$ cat config.mk
export PLATFORM = sky130hd
export DESIGN_NAME = ratalu_front
export DESIGN_NICKNAME = d
export VERILOG_FILES = /design/src/rtl/ratalu_pkg.sv /design/src/rtl/ratalu_front.sv
export SDC_FILE = /design/constraint.sdc
export NUM_CORES = 1
export LEC_CHECK = 0
export BUFFER_PORTS_ARGS = -buffer_cell sky130_fd_sc_hd__buf_2
export CAP_MARGIN = 20
export CORE_ASPECT_RATIO = 1.25
export CORE_UTILIZATION = 33
export CTS_CLUSTER_SIZE = 12
export DETAILED_ROUTE_END_ITERATION = 12
export GPL_TIMING_DRIVEN = 0
export SKIP_CTS_REPAIR_TIMING = 1
export SYNTH_ARGS = -nofsm -noshare
export SYNTH_HDL_FRONTEND = slang
export SYNTH_SLANG_ARGS = --single-unit
$ cat constraint.sdc
create_clock -name clk -period 8.75 [get_ports clk]
set_input_delay 1.3125 -clock clk [delete_from_list [all_inputs] [get_ports clk]]
set_output_delay 1.3125 -clock clk [all_outputs]
set_load 0.005 [all_outputs]
$ cat src/rtl/ratalu_pkg.sv
// Shared types and constants of the rational number ALU.
package ratalu_pkg;

  // Field widths of the channels and of the internal wide datapath
  localparam int NUM_W     = 32;
  localparam int DEN_W     = 31;
  localparam int WIDE_W    = 64;
  localparam int WIDTH_DEF = 32;
  localparam int SHIFT_W   = $clog2(WIDE_W) + 1;

  // Operation codes on the in_kind port
  localparam logic [2:0] KIND_ADD = 3'd0;
  localparam logic [2:0] KIND_SUB = 3'd1;
  localparam logic [2:0] KIND_MUL = 3'd2;
  localparam logic [2:0] KIND_DIV = 3'd3;
  localparam logic [2:0] KIND_CMP = 3'd4;

  // Operation class decided by the front end
  typedef enum logic [2:0] {
    OP_ADD,
    OP_SUB,
    OP_MUL,
    OP_DIV,
    OP_CMP,
    OP_DZ,
    OP_NONE
  } op_t;

  // One classified item: operation and both operands as sign and magnitude
  typedef struct packed {
    op_t              op;
    logic             sa;
    logic [NUM_W-1:0] ma;
    logic [DEN_W-1:0] da;
    logic             sb;
    logic [NUM_W-1:0] mb;
    logic [DEN_W-1:0] db;
  } item_t;

  // Back end sequencer states
  typedef enum logic [4:0] {
    ST_IDLE,
    ST_NA_GCD,
    ST_NA_GWAIT,
    ST_NA_DIV,
    ST_NA_DWAIT,
    ST_NB_GCD,
    ST_NB_GWAIT,
    ST_NB_DIV,
    ST_NB_DWAIT,
    ST_MUL1,
    ST_MUL2,
    ST_MUL3,
    ST_COMB,
    ST_R_GCD,
    ST_R_GWAIT,
    ST_R_DIV,
    ST_R_DWAIT,
    ST_FIN
  } st_t;

endpackage

$ cat src/rtl/ratalu_front.sv
// Front end: accept an item, classify it and split operands into sign and magnitude.
module ratalu_front (
  input  logic                          clk,
  input  logic                          rst_n,
  input  logic                          in_valid,
  output logic                          in_stall,
  input  logic [2:0]                    in_kind,
  input  logic signed [ratalu_pkg::NUM_W-1:0] in_a_num,
  input  logic signed [ratalu_pkg::NUM_W-1:0] in_a_den,
  input  logic signed [ratalu_pkg::NUM_W-1:0] in_b_num,
  input  logic signed [ratalu_pkg::NUM_W-1:0] in_b_den,
  input  logic                          q_full,
  output logic                          q_push,
  output ratalu_pkg::item_t             q_item
);
  import ratalu_pkg::*;

  logic  fv_r;
  item_t item_r;
  item_t item_nxt;
  logic  accept;

  // Hold the item while the queue is full
  assign in_stall = fv_r & q_full;
  assign accept   = in_valid & ~in_stall;
  assign q_push   = fv_r & ~q_full;
  assign q_item   = item_r;

  // Classify the operation and fix bad denominators
  always_comb begin
    item_nxt.sa = in_a_num[NUM_W-1];
    item_nxt.ma = in_a_num[NUM_W-1] ? (~in_a_num + 1'b1) : in_a_num;
    item_nxt.da = (in_a_den[NUM_W-1] || in_a_den == '0) ? DEN_W'(1) : in_a_den[DEN_W-1:0];
    item_nxt.sb = in_b_num[NUM_W-1];
    item_nxt.mb = in_b_num[NUM_W-1] ? (~in_b_num + 1'b1) : in_b_num;
    item_nxt.db = (in_b_den[NUM_W-1] || in_b_den == '0) ? DEN_W'(1) : in_b_den[DEN_W-1:0];
    case (in_kind)
      KIND_ADD: item_nxt.op = OP_ADD;
      KIND_SUB: item_nxt.op = OP_SUB;
      KIND_MUL: item_nxt.op = OP_MUL;
      KIND_DIV: item_nxt.op = (in_b_num == '0) ? OP_DZ : OP_DIV;
      KIND_CMP: item_nxt.op = OP_CMP;
      default:  item_nxt.op = OP_NONE;
    endcase
  end

  // Advance the front register
  always_ff @(posedge clk) begin
    if (!rst_n) begin
      fv_r <= 1'b0;
    end else if (accept) begin
      fv_r <= 1'b1;
    end else if (q_push) begin
      fv_r <= 1'b0;
    end
  end

  always_ff @(posedge clk) begin
    if (accept) begin
      item_r <= item_nxt;
    end
  end

endmodule

==> results of run 1 <==
-- power breakdown --
group          leakage [uW]  switching (uW)  internal, uW  total, uW
clock network      0.000300             268           484        753
logic               0.00173            99.5          90.1        190
registers           0.00129            11.0           753        764
total               0.00333             379          1330       1710
-- worst paths after layout --
path                                   from          end  depth (start not counted)
worst max-delay path            in_a_num[9]  q_item[123]                          5
worst min register to register         fv_r         fv_r                          2
worst min-delay path                   fv_r         fv_r                          2
worst max register to register         fv_r  q_item[113]                          4
-- registers in the layout, summed over array words and instances, names as in the netlist --
| register | flops |
|---|---|
| fv_r | 1 |
| q_item | 131 |
-- worst max-delay path: cells and delay by family --
family / cells / cell delay (ns)
simple gates: 2 / 1.09
compound gates: 1 / 0.59
xor+xnor: 1 / 0.12
buf+inv: 1 / 0.12
-- per-layer routing --
metal	global-route usage (%)	wire [um]
met5	0	0
met4	8.19	381
met3	4.55	1050
met2	31.1	8410
met1	17.4	5820
-- area by class of cell --
type,count,area [sq um],share of cell area (%)
clock buffer,19,443,5.31
tap,224,280,3.36
inverter,6,22.5,0.270
clock inverter,13,180,2.16
timing repair buffer,271,1420,17.1
sequential,132,3950,47.4
buffer,19,87.6,1.05
multi-input combinational,268,1950,23.4
-- metrics by stage --
stage / total power (uW) / worst slack [ns] / std cells
final: 1710 / 5.66 / 952
after global routing: 1770 / 5.51 / 952
after CTS: 1730 / 5.68 / 952
after detailed placement: 968 / 5.29 / 920
after global placement: 967 / -1.51 / 916
after floorplan: 859 / 0.812 / 425
-- logic make-up after synthesis --
group                      count (synthesis)  synth area share [%]
AOI/OAI and AO/OA                         56                  7.79
xor gates and xnor gates                  58                  8.46
buffers and inverters                     25                  1.83
DFF                                      132                  65.8
adders and majority gates                  2                 0.417
and+or+nand+nor                          152                  15.6
-- cell usage in the layout, fill, tap and decap left out, types with 5 or more instances in the layout --
cell type / netlist / layout
nand2_1: 18 / 18
or3_1: 8 / 8
xnor2_1: 53 / 53
xor2_1: 5 / 5
and4_1: 5 / 5
or4_1: 5 / 5
buf_2: 1 / 268
nor3_1: 6 / 6
inv_1: 6 / 6
o21ai_0: 10 / 10
edfxtp_1: 131 / 131
o41ai_2: 8 / 8
and2_1: 61 / 61
nor4_1: 22 / 22
o31ai_1: 20 / 20
o41ai_1: 8 / 8
clkbuf_1: 14 / 15
clkbuf_16: 0 / 17
==> results.ini, run 1 <==
[placed_design]
post-dp-hpwl_mm=12.2
place.gp.congestion=0.816
place_area_sq_um=7720
place.port_buffers=267

[timing]
fmax_ghz=0.324
setup_viol=0
setup_tns_ns=0
slew_violations=0
fin_crit_sh_pct=35.3
worst_pin_slew_ns=0.801
rsz0062_at_grt=false
hold_ws_ns=0.689
slew_headroom_pct=46.5
period_needed_ns=3.09
hold_viol=0
skew_ns=0.00982

[critical_path]
cp_slowest_cell=o41ai_1
r2r_slack_ns=6.74
required_ns=8.90
critPathArrivalTime_ns=3.24
start_kind=input port
cp_slowest_stage_delay_ns=0.59
endpoint_kind=flip-flop
path_cells=buf_2 > nor4_1 > nand4b_1 > o41ai_1 > xnor2_1
crit_fanout=10
criticalPathCategory=in -> reg

[synth]
async_flop_share_pct=0
synth_top_area_cell=edfxtp_1
synth_top_area_share_pct=65.5
synth_commonest_cells=edfxtp_1 (131), and2_1 (61), xnor2_1 (53)
ys_types=39
synth_most_common_cell=edfxtp_1
syn_nets=562
ys_ff_latch=132
yosysWarnings=0
synthesis.area_sq_um=6000
synth_top_cells_by_area=edfxtp_1 (66%), xnor2_1 (7.7%), and2_1 (6.4%)
synth_edf_count=131
synth-main-ff-cell=edfxtp_1
yosysSeqAreaShare_pct=65.8
syn-instance-count=425
syn_area_per_cell_sq_um=14.1

[power_and_ir_drop]
ir_worst_vdd_mv=0.0919
powerDensity_nw_per_um2=205
leakage_uw=0.00333

[clock_network]
htreeDepth=4
cts_tree=built
cts_buffer_depth=2
root_buffer=clkbuf_16
cts.sinks=132
worstSkewPairLatency_ns=0.41
clk_pin_slew_worst_paths_ns=0.06
cts_buffers=17

[layout]
fin_area_sq_um=8340
layout-drive-gt1-share_pct=44.1
final_util_pct=47.3
area_growth_syn_to_layout_pct=38.9
nNetsFinal=852
antennaDiodeCount=0
fillers=1625

[route]
wl_per_cell_um=16.5
postRouteAntennaNets=0
firstDrtPassIters=6
drc=0
vias_per_cell=4.85
wirelength_mm=15.7
drtIter0Drc=237
vias=4619

[run_status]
status=complete, no violations

[floorplanning]
die_h_um=153
placementRows=54
die_area_sq_um=18700
fp.coreArea_sq_um=17600
boundaryPins=268
start_util_pct=34.0
chipWidth_um=123

[global_route]
first_global_vias=4838
gr-total-overflow=0
grt_max_degree=35
grt_pass1_wl_mm=24.4
antenna_found_initial=0
track_usage_pct=17.0

[worst_hold_path]
hold_path_class=reg -> reg

[job]
cap_violations=0

Note: power is estimated with default switching activity, not from simulation.
==> run 2, diff against run 1 <==
==> constraint.sdc (replaced) <==
create_clock -name clk -period 2.6 [get_ports clk]
set_input_delay 0.39 -clock clk [delete_from_list [all_inputs] [get_ports clk]]
set_output_delay 0.39 -clock clk [all_outputs]
set_load 0.005 [all_outputs]
==> run 2 against run 1 <==
Compared with the run above:
- count of clock-buffer cells in the layout decreased by 1
- via count decreased by 0.22%
- hold slack got worse by 0.49 ns
- critical path depth increased by 2
- power increased to 3.3 times the previous value
- sequential share of layout area increased by 0.086 points
- combinational power increased to 3.4 times the previous value
- cell count unchanged
- non-clock buffer count unchanged
- die area unchanged
- critical endpoint unchanged
==> results.ini, run 2 (synthesis results as in run 1) <==
[timing]
setup_viol=0  ; unchanged
slew_violations=0  ; unchanged
rsz0062_at_grt=false
slew_headroom_pct=50.2  ; +3.7 points
hold_viol=0  ; unchanged
fmax_ghz=0.463
setup_slack_ns=0.442  ; -5.22 ns
fin_crit_sh_pct=83.0
period_needed_ns=2.16
worst_pin_slew_ns=0.741  ; -0.0604 ns
setup_tns_ns=0  ; unchanged
skew_ns=0.00930  ; -0.000516 ns

[global_route]
gr-total-overflow=0  ; unchanged
antenna_found_initial=0  ; unchanged
track_usage_pct=16.7  ; -0.31 points
grt_max_degree=38  ; +8.6%
grt_pass1_wl_mm=23.8  ; -2.2%
first_global_vias=4693  ; -3.0%

[layout]
area_growth_syn_to_layout_pct=38.6
fin_area_sq_um=8320  ; -0.18%
largest_reg_flops=131  ; unchanged
layout-drive-gt1-share_pct=44.1  ; unchanged
final_cell_mix=buf_2 (268), edfxtp_1 (131), and2_1 (60)
fillers=1658  ; +2.0%
final_util_pct=47.2  ; -0.085 points
final_common_cell=buf_2
nNetsFinal=852  ; unchanged
antennaDiodeCount=0  ; unchanged
stdcell_count=952  ; unchanged

[clock_network]
cts_tree=built
root_buffer=clkbuf_16
cts.sinks=132  ; unchanged
cts_buffer_depth=2  ; unchanged
worstSkewPairLatency_ns=0.40  ; about the same
htreeDepth=4  ; unchanged
clk_pin_slew_worst_paths_ns=0.06  ; about the same
cts_buffers=17  ; unchanged

[critical_path]
endpoint_kind=flip-flop
path_cells=buf_2 > inv_1 > ha_1 > nor3b_1 > nand4b_1 > o41ai_1 > xnor2_1
criticalPathCategory=in -> reg
cp_slowest_stage_delay_ns=0.60  ; about the same
start_kind=input port
required_ns=2.74  ; -6.16 ns
critPathArrivalTime_ns=2.30  ; -0.94 ns
cp_slowest_cell=o41ai_1
crit_fanout=10  ; unchanged

[route]
firstDrtPassIters=4  ; -2
wl_per_cell_um=16.3  ; -0.74%
vias=4609  ; -0.22%
drc=0  ; unchanged
vias_per_cell=4.84  ; -0.22%
drtIter0Drc=213  ; -10%
postRouteAntennaNets=0  ; unchanged
wirelength_mm=15.5  ; -0.74%

[power_and_ir_drop]
leakage_uw=0.00331  ; -0.50%
ir_worst_vdd_mv=0.307  ; +230%
powerDensity_nw_per_um2=678  ; +230%

[floorplanning]
die_area_sq_um=18700  ; unchanged
boundaryPins=268  ; unchanged
chipWidth_um=123  ; unchanged
fp.coreArea_sq_um=17600  ; unchanged
placementRows=54  ; unchanged
die_h_um=153  ; unchanged
start_util_pct=34.0  ; unchanged

[placed_design]
place_inst=920  ; unchanged
place_area_sq_um=7720  ; about the same
place.gp.congestion=0.850  ; +4.2%
post-dp-hpwl_mm=12.3  ; +0.76%
place_ws_ns=0.0400  ; -5.25 ns
place.port_buffers=267  ; unchanged

[run_status]
status=complete, no violations

[worst_hold_path]
hold_path_class=in -> reg

[job]
cap_violations=0  ; unchanged

run 2: final cells by class:
type,count,area [sq um],area share (%)
Sequential cell,132,3950,47.5
Multi-Input combinational cell,268,1950,23.4
Timing Repair Buffer,271,1420,17.1
Clock buffer,18,429,5.16
Tap cell,224,280,3.37
Clock inverter,14,176,2.12
Buffer,19,87.6,1.05
Inverter,6,22.5,0.271
run 2: critical path: cells and delay by family:
family | cells | cell delay [ns]
AND/OR/NAND/NOR | 2 | 0.77
AO/OA/AOI/OAI | 1 | 0.60
adder cells (fa/ha/maj) | 1 | 0.21
buffers and inverters | 2 | 0.20
XOR/XNOR | 1 | 0.13
run 2: final timing paths:
kind | start | end | slack (ns) | cells past startpoint
max | in_a_num[1] | q_item[123] | 0.44 | 7
min | rst_n | fv_r | 0.20 | 2
max reg2reg | fv_r | q_item[114] | 0.66 | 5
min reg2reg | fv_r | fv_r | 0.62 | 2
run 2: per-layer routing:
layer / wire (um) / up-vias / global-route usage, %
met3: 881 / 28 / 3.81
met1: 6070 / 2186 / 18.5
li1: - / 2200 / -
met5: 0 / - / 0
met2: 8130 / 195 / 29.4
met4: 467 / 0 / 8.36
run 2: through the flow:
| stage | hold WS [ns] | power (uW) |
|---|---|---|
| final | 0.198 | 5650 |
| after detailed placement | 0.610 | 3260 |
| after floorplan | 0.489 | 2870 |
| after global placement | 0.585 | 3230 |
| after global routing | 0.197 | 5870 |
| after CTS | 0.178 | 5720 |
run 2: where the power goes:
group | switching (uW) | internal (uW)
clock | 920 | 1520
sequential | 35.3 | 2530
combinational | 336 | 304
